<file path="config.mk">
export PLATFORM = sky130hd
export DESIGN_NAME = holonomic_goal_velocity_controller
export DESIGN_NICKNAME = d
export VERILOG_FILES = /design/src/rtl/core/hgvc_pkg.sv /design/src/rtl/core/hgvc_mul.sv /design/src/rtl/core/hgvc_cordic.sv /design/src/rtl/core/holonomic_goal_velocity_controller.sv
export SDC_FILE = /design/constraint.sdc
export NUM_CORES = 2
export LEC_CHECK = 0
export ABC_CLOCK_PERIOD_IN_PS = 19600
export BUFFER_PORTS_ARGS = -buffer_cell sky130_fd_sc_hd__buf_2
export CORE_MARGIN = 4
export CORE_UTILIZATION = 55
export DETAILED_ROUTE_END_ITERATION = 10
export GPL_TIMING_DRIVEN = 0
export HOLD_SLACK_MARGIN = 0.02
export PLACE_DENSITY = 0.71
export RECOVER_POWER = 25
export SETUP_SLACK_MARGIN = 0.15
export SYNTH_ARGS = -nofsm -noshare
export SYNTH_HDL_FRONTEND = slang
export SYNTH_HIERARCHICAL = 1
export SYNTH_SLANG_ARGS = --single-unit
</file>
<file path="constraint.sdc">
create_clock -name clk_i -period 19.6 [get_ports clk_i]
set_input_delay 3.92 -clock clk_i [delete_from_list [all_inputs] [get_ports clk_i]]
set_output_delay 3.92 -clock clk_i [all_outputs]
set_load 0.03 [all_outputs]
</file>
<file path="src/rtl/core/hgvc_pkg.sv">
// ----------------------------------------------------------------------------
// hgvc_pkg
// Shared types, register indexes, reset values and CORDIC constants for the
// holonomic go-to-goal velocity controller.
// ----------------------------------------------------------------------------
package hgvc_pkg;

  // Request and result payloads
  typedef struct packed {
    logic               plan_valid;
    logic               new_plan;
    logic signed [23:0] goal_x;
    logic signed [23:0] goal_y;
    logic signed [15:0] goal_quat_z;
    logic signed [15:0] goal_quat_w;
  } in_req_t;

  typedef struct packed {
    logic signed [23:0] vel_x;
    logic signed [23:0] vel_y;
    logic signed [15:0] yaw_rate;
    logic               at_goal;
  } out_res_t;

  // Configuration port
  localparam int unsigned CfgIdxW  = 3;
  localparam int unsigned CfgDataW = 23;

  localparam logic [CfgIdxW-1:0] CFG_LINEAR_GAIN        = 3'd0;
  localparam logic [CfgIdxW-1:0] CFG_ANGULAR_GAIN       = 3'd1;
  localparam logic [CfgIdxW-1:0] CFG_POSITION_TOLERANCE = 3'd2;
  localparam logic [CfgIdxW-1:0] CFG_HEADING_TOLERANCE  = 3'd3;
  localparam logic [CfgIdxW-1:0] CFG_LINEAR_LIMIT       = 3'd4;
  localparam logic [CfgIdxW-1:0] CFG_ANGULAR_LIMIT      = 3'd5;

  localparam logic [15:0] RST_LINEAR_GAIN        = 16'd2048;
  localparam logic [15:0] RST_ANGULAR_GAIN       = 16'd2048;
  localparam logic [22:0] RST_POSITION_TOLERANCE = 23'd1311;
  localparam logic [14:0] RST_HEADING_TOLERANCE  = 15'd410;
  localparam logic [22:0] RST_LINEAR_LIMIT       = 23'd36045;
  localparam logic [14:0] RST_ANGULAR_LIMIT      = 15'd12288;

  // Shared multiplier operand / product widths
  localparam int unsigned MulW  = 25;
  localparam int unsigned ProdW = 2 * MulW;

  // CORDIC
  localparam int unsigned CORDIC_STEPS = 16;
  localparam int unsigned AtanLen      = 24;
  localparam int unsigned CordicIters  = (CORDIC_STEPS < AtanLen) ? CORDIC_STEPS : AtanLen;
  localparam int unsigned IterW        = $clog2(AtanLen);
  localparam int unsigned CordW        = 44;  // x,y scaled by 2^16 plus growth
  localparam int unsigned AngW         = 34;  // Q2.30 accumulator with headroom

  localparam logic signed [AngW-1:0] PI_HALF_Q30 = 34'sd1686629713;

  // Truncated arctan(2^-i) in Q2.30
  function automatic logic signed [AngW-1:0] atan_q30(input logic [IterW-1:0] idx);
    logic signed [AngW-1:0] v;
    case (idx)
      5'd0:    v = 34'sd843314856;
      5'd1:    v = 34'sd497837829;
      5'd2:    v = 34'sd263043836;
      5'd3:    v = 34'sd133525158;
      5'd4:    v = 34'sd67021686;
      5'd5:    v = 34'sd33543515;
      5'd6:    v = 34'sd16775850;
      5'd7:    v = 34'sd8388437;
      5'd8:    v = 34'sd4194282;
      5'd9:    v = 34'sd2097149;
      5'd10:   v = 34'sd1048575;
      5'd11:   v = 34'sd524287;
      5'd12:   v = 34'sd262143;
      5'd13:   v = 34'sd131071;
      5'd14:   v = 34'sd65535;
      5'd15:   v = 34'sd32767;
      5'd16:   v = 34'sd16383;
      5'd17:   v = 34'sd8191;
      5'd18:   v = 34'sd4095;
      5'd19:   v = 34'sd2047;
      5'd20:   v = 34'sd1023;
      5'd21:   v = 34'sd511;
      5'd22:   v = 34'sd255;
      5'd23:   v = 34'sd127;
      default: v = '0;
    endcase
    return v;
  endfunction

endpackage

</file>
<file path="src/rtl/core/hgvc_mul.sv">
// ----------------------------------------------------------------------------
// hgvc_mul
// Shared signed multiplier with registered product.
// ----------------------------------------------------------------------------
module hgvc_mul (
  input  logic                                clk_i,
  input  logic signed [hgvc_pkg::MulW-1:0]    a_i,
  input  logic signed [hgvc_pkg::MulW-1:0]    b_i,
  output logic signed [hgvc_pkg::ProdW-1:0]   p_o
);

  logic signed [hgvc_pkg::ProdW-1:0] p_d, p_q;

  assign p_d = a_i * b_i;

  always_ff @(posedge clk_i) begin
    p_q <= p_d;
  end

  assign p_o = p_q;

endmodule

</file>
<file path="src/rtl/core/hgvc_cordic.sv">
// ----------------------------------------------------------------------------
// hgvc_cordic
// Iterative vectoring CORDIC: atan2(y, x) in Q4.12 radians, one
// micro-rotation per cycle on a single shift/add datapath.
// ----------------------------------------------------------------------------
module hgvc_cordic (
  input  logic               clk_i,
  input  logic               rst_ni,
  input  logic               start_i,
  input  logic signed [23:0] y_i,
  input  logic signed [23:0] x_i,
  output logic               done_o,
  output logic signed [15:0] angle_o
);

  typedef enum logic [1:0] {
    ST_IDLE,
    ST_PRE,
    ST_ITER,
    ST_RND
  } cord_state_e;

  cord_state_e state_q, state_d;
  logic [hgvc_pkg::IterW-1:0] iter_q, iter_d;
  logic done_q, done_d;

  logic signed [hgvc_pkg::CordW-1:0] cx_q, cx_d, cy_q, cy_d;
  logic signed [hgvc_pkg::AngW-1:0]  z_q, z_d;
  logic signed [15:0]                angle_q, angle_d;

  logic signed [hgvc_pkg::CordW-1:0] dx, dy;
  logic signed [hgvc_pkg::AngW-1:0]  z_rnd;

  assign dx    = cy_q >>> iter_q;
  assign dy    = cx_q >>> iter_q;
  assign z_rnd = (z_q + hgvc_pkg::AngW'(131072)) >>> 18;

  always_comb begin
    state_d = state_q;
    iter_d  = iter_q;
    done_d  = 1'b0;
    cx_d    = cx_q;
    cy_d    = cy_q;
    z_d     = z_q;
    angle_d = angle_q;
    case (state_q)
      ST_IDLE: begin
        if (start_i) begin
          cx_d    = {{4{x_i[23]}}, x_i, 16'b0};
          cy_d    = {{4{y_i[23]}}, y_i, 16'b0};
          z_d     = '0;
          iter_d  = '0;
          state_d = ST_PRE;
        end
      end
      ST_PRE: begin
        if (cx_q == '0 && cy_q == '0) begin
          // both operands zero: z is still zero, so rounding gives angle zero
          state_d = ST_RND;
        end else begin
          if (cx_q < 0) begin
            if (cy_q >= 0) begin
              cx_d = cy_q;
              cy_d = -cx_q;
              z_d  = hgvc_pkg::PI_HALF_Q30;
            end else begin
              cx_d = -cy_q;
              cy_d = cx_q;
              z_d  = -hgvc_pkg::PI_HALF_Q30;
            end
          end
          state_d = ST_ITER;
        end
      end
      ST_ITER: begin
        if (cy_q >= 0) begin
          cx_d = cx_q + dx;
          cy_d = cy_q - dy;
          z_d  = z_q + hgvc_pkg::atan_q30(iter_q);
        end else begin
          cx_d = cx_q - dx;
          cy_d = cy_q + dy;
          z_d  = z_q - hgvc_pkg::atan_q30(iter_q);
        end
        if (iter_q == hgvc_pkg::IterW'(hgvc_pkg::CordicIters - 1)) begin
          state_d = ST_RND;
        end else begin
          iter_d = iter_q + 1'b1;
        end
      end
      ST_RND: begin
        angle_d = z_rnd[15:0];
        done_d  = 1'b1;
        state_d = ST_IDLE;
      end
      default: state_d = ST_IDLE;
    endcase
  end

  always_ff @(posedge clk_i or negedge rst_ni) begin
    if (!rst_ni) begin
      state_q <= ST_IDLE;
      iter_q  <= '0;
      done_q  <= 1'b0;
    end else begin
      state_q <= state_d;
      iter_q  <= iter_d;
      done_q  <= done_d;
    end
  end

  always_ff @(posedge clk_i) begin
    cx_q    <= cx_d;
    cy_q    <= cy_d;
    z_q     <= z_d;
    angle_q <= angle_d;
  end

  assign done_o  = done_q;
  assign angle_o = angle_q;

endmodule

</file>
<file path="src/rtl/core/holonomic_goal_velocity_controller.sv">
// ----------------------------------------------------------------------------
// holonomic_goal_velocity_controller
// Proportional go-to-goal controller for a holonomic base.
// ----------------------------------------------------------------------------
// Usage:
//   Input channel (in_valid_i / in_ready_o / in_req_i): one request per
//   control tick carrying the goal pose in robot frame, a plan-valid flag and
//   a new-plan flag. Output channel (out_valid_o / out_ready_i / out_res_o):
//   one result per request with vx, vy, yaw rate and the sticky reached flag.
//   Sequence: a valid-plan request forms the squared distance (SQX, SQY,
//   SQT), then starts the CORDIC in the compare state (CMP) with the linear
//   products overlapped (VX, VY), then waits for the angle and forms the yaw
//   product (CWAIT, W) before loading the output register (DONE). An
//   invalid-plan request goes straight to the output load with zeros. The
//   CORDIC loop sets the rate; one request is in flight at a time.
//   The result sits in an output register, so the next request is taken as
//   soon as the sequencer is back to idle even if the result is not yet
//   taken; if the receiver stalls long enough, the finished request waits in
//   its last state until the output register frees up.
//   Reset clears the reached flag and loads the default registers, written
//   through cfg_we_i/cfg_index_i/cfg_data_i; the user writes them only while
//   idle, which the block does not enforce; unknown indexes are ignored.
// ----------------------------------------------------------------------------
module holonomic_goal_velocity_controller (
  input  logic                                 clk_i,
  input  logic                                 rst_ni,
  // request channel
  input  logic                                 in_valid_i,
  output logic                                 in_ready_o,
  input  hgvc_pkg::in_req_t                    in_req_i,
  // result channel
  output logic                                 out_valid_o,
  input  logic                                 out_ready_i,
  output hgvc_pkg::out_res_t                   out_res_o,
  // configuration write port
  input  logic                                 cfg_we_i,
  input  logic [hgvc_pkg::CfgIdxW-1:0]         cfg_index_i,
  input  logic [hgvc_pkg::CfgDataW-1:0]        cfg_data_i
);

  typedef enum logic [3:0] {
    ST_IDLE,
    ST_SQX,    // gx*gx
    ST_SQY,    // gy*gy, latch gx^2
    ST_SQT,    // tol*tol, accumulate gy^2
    ST_CMP,    // near test, start CORDIC, gain*gx
    ST_VX,     // round/clamp vx, gain*gy
    ST_VY,     // round/clamp vy
    ST_CWAIT,  // wait for angle, gain*heading
    ST_W,      // round/clamp yaw rate
    ST_DONE    // load output register
  } ctl_state_e;

  // ---------------- configuration registers ----------------
  logic [15:0] lin_gain_q, ang_gain_q;
  logic [22:0] pos_tol_q, lin_lim_q;
  logic [14:0] head_tol_q, ang_lim_q;

  always_ff @(posedge clk_i or negedge rst_ni) begin
    if (!rst_ni) begin
      lin_gain_q <= hgvc_pkg::RST_LINEAR_GAIN;
      ang_gain_q <= hgvc_pkg::RST_ANGULAR_GAIN;
      pos_tol_q  <= hgvc_pkg::RST_POSITION_TOLERANCE;
      head_tol_q <= hgvc_pkg::RST_HEADING_TOLERANCE;
      lin_lim_q  <= hgvc_pkg::RST_LINEAR_LIMIT;
      ang_lim_q  <= hgvc_pkg::RST_ANGULAR_LIMIT;
    end else if (cfg_we_i) begin
      case (cfg_index_i)
        hgvc_pkg::CFG_LINEAR_GAIN:        lin_gain_q <= cfg_data_i[15:0];
        hgvc_pkg::CFG_ANGULAR_GAIN:       ang_gain_q <= cfg_data_i[15:0];
        hgvc_pkg::CFG_POSITION_TOLERANCE: pos_tol_q  <= cfg_data_i[22:0];
        hgvc_pkg::CFG_HEADING_TOLERANCE:  head_tol_q <= cfg_data_i[14:0];
        hgvc_pkg::CFG_LINEAR_LIMIT:       lin_lim_q  <= cfg_data_i[22:0];
        hgvc_pkg::CFG_ANGULAR_LIMIT:      ang_lim_q  <= cfg_data_i[14:0];
        default: ;
      endcase
    end
  end

  // ---------------- round (+2^11, floor >> 12) and symmetric clamp ----------------
  function automatic logic signed [23:0] round_clamp(
    input logic signed [hgvc_pkg::ProdW-1:0] p,
    input logic [22:0]                       lim
  );
    logic signed [hgvc_pkg::ProdW-1:0] r;
    logic signed [hgvc_pkg::ProdW-1:0] l;
    logic signed [23:0]                res;
    r = (p + hgvc_pkg::ProdW'(2048)) >>> 12;
    l = {{(hgvc_pkg::ProdW-23){1'b0}}, lim};
    if (r > l) begin
      res = l[23:0];
    end else if (r < -l) begin
      res = 24'(-l);
    end else begin
      res = r[23:0];
    end
    return res;
  endfunction

  // ---------------- sequencer state ----------------
  ctl_state_e state_q, state_d;
  logic       reached_q, reached_d;
  logic       out_valid_q, out_valid_d;

  // item payload and intermediate results
  hgvc_pkg::in_req_t  req_q, req_d;
  logic [47:0]        acc_q, acc_d;        // gx^2 + gy^2
  logic               near_q, near_d;
  logic signed [23:0] vx_q, vx_d, vy_q, vy_d;
  logic signed [15:0] wz_q, wz_d;
  hgvc_pkg::out_res_t res_q, res_d;

  // shared multiplier
  logic signed [hgvc_pkg::MulW-1:0]  mul_a, mul_b;
  logic signed [hgvc_pkg::ProdW-1:0] prod;

  hgvc_mul u_mul (
    .clk_i (clk_i),
    .a_i   (mul_a),
    .b_i   (mul_b),
    .p_o   (prod)
  );

  // CORDIC unit
  logic               cord_start;
  logic signed [23:0] cord_y, cord_x;
  logic               cord_done;
  logic signed [15:0] cord_angle;

  hgvc_cordic u_cordic (
    .clk_i   (clk_i),
    .rst_ni  (rst_ni),
    .start_i (cord_start),
    .y_i     (cord_y),
    .x_i     (cord_x),
    .done_o  (cord_done),
    .angle_o (cord_angle)
  );

  logic               near_now;
  logic signed [15:0] heading;
  logic [15:0]        head_mag;

  assign near_now = acc_q < prod[47:0];
  // goal yaw is twice the half-angle from the quaternion
  assign heading  = near_q ? (cord_angle <<< 1) : cord_angle;
  assign head_mag = heading[15] ? 16'(-heading) : 16'(heading);

  // operands: near goal aligns to goal yaw, otherwise heads for the goal
  assign cord_start = (state_q == ST_CMP);
  assign cord_y = near_now ? {{8{req_q.goal_quat_z[15]}}, req_q.goal_quat_z} : req_q.goal_y;
  assign cord_x = near_now ? {{8{req_q.goal_quat_w[15]}}, req_q.goal_quat_w} : req_q.goal_x;

  // multiplier operand select
  always_comb begin
    mul_a = '0;
    mul_b = '0;
    case (state_q)
      ST_SQX: begin
        mul_a = {req_q.goal_x[23], req_q.goal_x};
        mul_b = {req_q.goal_x[23], req_q.goal_x};
      end
      ST_SQY: begin
        mul_a = {req_q.goal_y[23], req_q.goal_y};
        mul_b = {req_q.goal_y[23], req_q.goal_y};
      end
      ST_SQT: begin
        mul_a = {2'b00, pos_tol_q};
        mul_b = {2'b00, pos_tol_q};
      end
      ST_CMP: begin
        mul_a = {9'b0, lin_gain_q};
        mul_b = {req_q.goal_x[23], req_q.goal_x};
      end
      ST_VX: begin
        mul_a = {9'b0, lin_gain_q};
        mul_b = {req_q.goal_y[23], req_q.goal_y};
      end
      ST_CWAIT: begin
        mul_a = {9'b0, ang_gain_q};
        mul_b = {{9{heading[15]}}, heading};
      end
      default: ;
    endcase
  end

  assign in_ready_o = (state_q == ST_IDLE);

  always_comb begin
    state_d     = state_q;
    reached_d   = reached_q;
    out_valid_d = out_valid_q;
    req_d       = req_q;
    acc_d       = acc_q;
    near_d      = near_q;
    vx_d        = vx_q;
    vy_d        = vy_q;
    wz_d        = wz_q;
    res_d       = res_q;

    if (out_valid_q && out_ready_i) begin
      out_valid_d = 1'b0;
    end

    case (state_q)
      ST_IDLE: begin
        if (in_valid_i) begin
          req_d = in_req_i;
          if (in_req_i.new_plan) begin
            reached_d = 1'b0;
          end
          if (in_req_i.plan_valid) begin
            state_d = ST_SQX;
          end else begin
            vx_d    = '0;
            vy_d    = '0;
            wz_d    = '0;
            state_d = ST_DONE;
          end
        end
      end
      ST_SQX: state_d = ST_SQY;
      ST_SQY: begin
        acc_d   = prod[47:0];
        state_d = ST_SQT;
      end
      ST_SQT: begin
        acc_d   = acc_q + prod[47:0];
        state_d = ST_CMP;
      end
      ST_CMP: begin
        near_d  = near_now;
        state_d = ST_VX;
      end
      ST_VX: begin
        vx_d    = round_clamp(prod, lin_lim_q);
        state_d = ST_VY;
      end
      ST_VY: begin
        vy_d    = round_clamp(prod, lin_lim_q);
        state_d = ST_CWAIT;
      end
      ST_CWAIT: begin
        if (cord_done) begin
          if (near_q && (head_mag < {1'b0, head_tol_q})) begin
            reached_d = 1'b1;
          end
          state_d = ST_W;
        end
      end
      ST_W: begin
        wz_d    = 16'(round_clamp(prod, {8'b0, ang_lim_q}));
        state_d = ST_DONE;
      end
      ST_DONE: begin
        if (!out_valid_q || out_ready_i) begin
          res_d.vel_x    = vx_q;
          res_d.vel_y    = vy_q;
          res_d.yaw_rate = wz_q;
          // a stop request reports the flag as clear but keeps it unless new_plan is set
          res_d.at_goal  = req_q.plan_valid & reached_q;
          out_valid_d    = 1'b1;
          state_d        = ST_IDLE;
        end
      end
      default: state_d = ST_IDLE;
    endcase
  end

  always_ff @(posedge clk_i or negedge rst_ni) begin
    if (!rst_ni) begin
      state_q     <= ST_IDLE;
      reached_q   <= 1'b0;
      out_valid_q <= 1'b0;
    end else begin
      state_q     <= state_d;
      reached_q   <= reached_d;
      out_valid_q <= out_valid_d;
    end
  end

  always_ff @(posedge clk_i) begin
    req_q  <= req_d;
    acc_q  <= acc_d;
    near_q <= near_d;
    vx_q   <= vx_d;
    vy_q   <= vy_d;
    wz_q   <= wz_d;
    res_q  <= res_d;
  end

  assign out_valid_o = out_valid_q;
  assign out_res_o   = res_q;

endmodule
</file>
==> metrics <==
status=finished with violations; failing checks=max-capacitance violations, max-slew violations; Clock Latency Late Sink=0.69 ns; P&R area growth vs syn=8.38%; remaining global-route overflow=0; total track usage=0.445; vias post-DR=67,900; YS warnings=6; Primary FF master, synth=edfxtp_1; first-pass GRT wire length=about 460 mm; input/output buffers=around 180; core area=0.133 sq mm; crit path time final=roughly 13 ns; layout cells sized above 1=0.0929; CP most frequent cell=fa_1; max-cap violation count=5; CP arrival=13.70 ns; Mapped Nets=9,399; CTS max path bufs=3; post-synthesis register bit count=569; final WL=317 mm; CTS tree=yes; Final Hold Vio Count=0; Worst path slowest cell=clkbuf_1; sequential area share after synthesis=0.217; dpl hpwl=approximately 250 mm; CP Class=flop to flop; Die Y=374 microns; DRC=0; setup violators final=0; Initial Util=0.554; Worst-path clk slew=0.07 ns; 1st-iter DRT viols=8,511; worst hold path type=flop to flop; Post-DRT Antenna Nets=0; RSZ-0062 raised after global routing=false; Synth cell types=around 120; most common cell after layout, fill and taps aside=inv_1; maximum clock frequency=approximately 76 MHz; vias in the first global route=67,500; Worst setup EP type=flop; H-tree lvl count=3; Slew headroom=-0.658; Post-synth EDFFs=397; Synth async-reset ratio=0.214; io pins=180; die footprint=roughly 0.14 sq mm; fill count=11,700; total CTS buffers=70; setup_tns=0 ns; die width=374 microns; CP max stage delay=roughly 0.86 ns; number of post-CTS setup repair buffers=0; via/cell ratio=approximately 6.6; period utilization=0.675; highest-count cells in the layout ignoring fill and taps=inv_1 (935), nand2_1 (801), fa_1 (661); fin nets=~9,700; post-cts repair resize count=0; GPL Wtd Cong=1.08; Post-Syn Area per Cell=9.12 sq um; largest net degree at the start of global routing=90; Slew @ Worst Pin=2.49 ns; Critical Path Start Type=flop; Post-Syn Area=~0.074 sq mm; Data required, critical path=20.07 ns; WL per Instance=just over 30 microns; synthesized instance count=8,086; Worst Skew=0.0488 ns; Clock Tree Root=clkbuf_16; Sink Count=569; TritonRoute pass-1 iters=8; row count=around 130; Hold-fix buffers, CTS=0; Final Max Tran Viols=around 110; CP Max Fanout=10; initial antenna violation count=46
==> kinds of logic (layout without fill, tap and decap cells) <==
group	count (synthesis)	count (layout)	share of synthesized area
mux	442	442	0.0805
simple gates	2408	2408	0.160
xor+xnor	466	466	0.0554
flops	569	569	0.217
compound gates	1600	1600	0.142
buf+inv	1399	1749	0.0742
fa+ha+maj	1202	1202	0.271
other cells	0	24	0
==> cell type report <==
cell class | instances | area [sq um] | area share
Multi-Input combinational cell | 6118 | 52500 | 0.656
Sequential cell | 569 | 16000 | 0.200
Inverter | 942 | 3540 | 0.0442
Tap cell | 1768 | 2210 | 0.0277
Clock buffer | 89 | 1960 | 0.0245
Buffer | 457 | 1940 | 0.0242
Timing Repair Buffer | 221 | 1390 | 0.0174
Clock inverter | 40 | 400 | 0.00501
Antenna cell | 24 | 60.1 | 0.000751
==> Yosys cell counts, drive strengths merged (24+ instances only) <==
cell type  count  area [sq um]
inv          937          3520
nand2        801          3010
fa           662         13300
ha           538          6730
nor2         494          1860
a21oi        403          2030
edfxtp       397         11900
o21ai        397          1990
clkbuf       350          1320
and2         341          2130
xnor2        321          2820
mux2         175          1970
mux2i        165          1670
xor2         145          1270
nand4        143           907
a21o         138          1040
nor3         128           651
nand3        109           561
buf          107           621
mux4         102          2300
dfrtp         98          2450
nor2b         86           538
a22oi         66           500
nand2b        60           375
o31ai         56           435
nor4          55           402
o21bai        55           413
dfxtp         50          1000
o211ai        50           375
a221oi        45           407
or3           45           297
a211oi        41           318
o311ai        40           350
a31oi         39           250
and3          38           238
o21a          36           270
a2111oi       30           269
or4           30           236
o22ai         25           163
dfstp         24           631
==> per-layer routing <==
layer / routed length (microns) / up-vias / track usage
met5: 217 / - / 0
met3: 44000 / 1213 / 0.156
li1: - / 28600 / -
met2: 130000 / 4925 / 0.640
met4: 26500 / 30 / 0.292
met1: 116000 / 33200 / 0.568
==> worst paths after layout <==
kind,startpoint,end,slack (ns),cells past startpoint
hold / removal,wz_q[1],out_res_o[2],0.41,0
setup / recovery,state_q[2],u_mul/p_o[46],6.37,32
hold reg to reg,wz_q[1],out_res_o[2],0.41,0
setup reg to reg,state_q[2],u_mul/p_o[46],6.37,32
max in group asynchronous,rst_ni,ang_lim_q[8],14.15,1
min in group asynchronous,rst_ni,u_cordic/iter_q[3],3.99,1
==> per-stage QoR <==
step / instance area, sq um / std cells / worst slack [ns] / utilization / hold WS [ns]
5_1_grt: 79900 / 10200 / 6.19 / 0.600 / 0.423
2_1_floorplan: 73800 / 8086 / 9.23 / - / 0.400
6_report: 80000 / 10200 / 6.37 / 0.600 / 0.414
4_1_cts: 80000 / 10200 / 7.01 / 0.600 / 0.408
3_5_place_dp: 77600 / 10100 / 7.07 / 0.582 / 0.405
3_3_place_gp: 76900 / 10000 / 3.39 / 0.577 / 0.400
==> critical path, delay by kind of cell (launching register included) <==
family / cells / cell delay, ns
AND/OR/NAND/NOR: 7 / 2.25
adder cells (fa/ha/maj): 8 / 3.93
buffers and inverters: 9 / 3.22
XOR/XNOR: 1 / 0.86
flip-flops: 1 / 0.36
AO/OA/AOI/OAI: 7 / 2.34
==> state kept, by name, summed over array words and instances, names as in the netlist, 4 cells and up <==
name              flops
req_q                81
pos_tol_q            23
ang_lim_q            15
u_cordic/cy_q        44
u_mul/p_o            50
lin_lim_q            23
vy_q                 24
u_cordic/cx_q        44
u_cordic/z_q         34
u_cordic/iter_q       5
acc_q                48
state_q               4
head_tol_q           15
ang_gain_q           16
lin_gain_q           16
out_res_o            65
u_cordic/angle_o     16
vx_q                 24
wz_q                 16
Power is left out: the tool's default activity adds up to more than one toggle a clock period on the data nets, which glitch-free logic cannot reach.
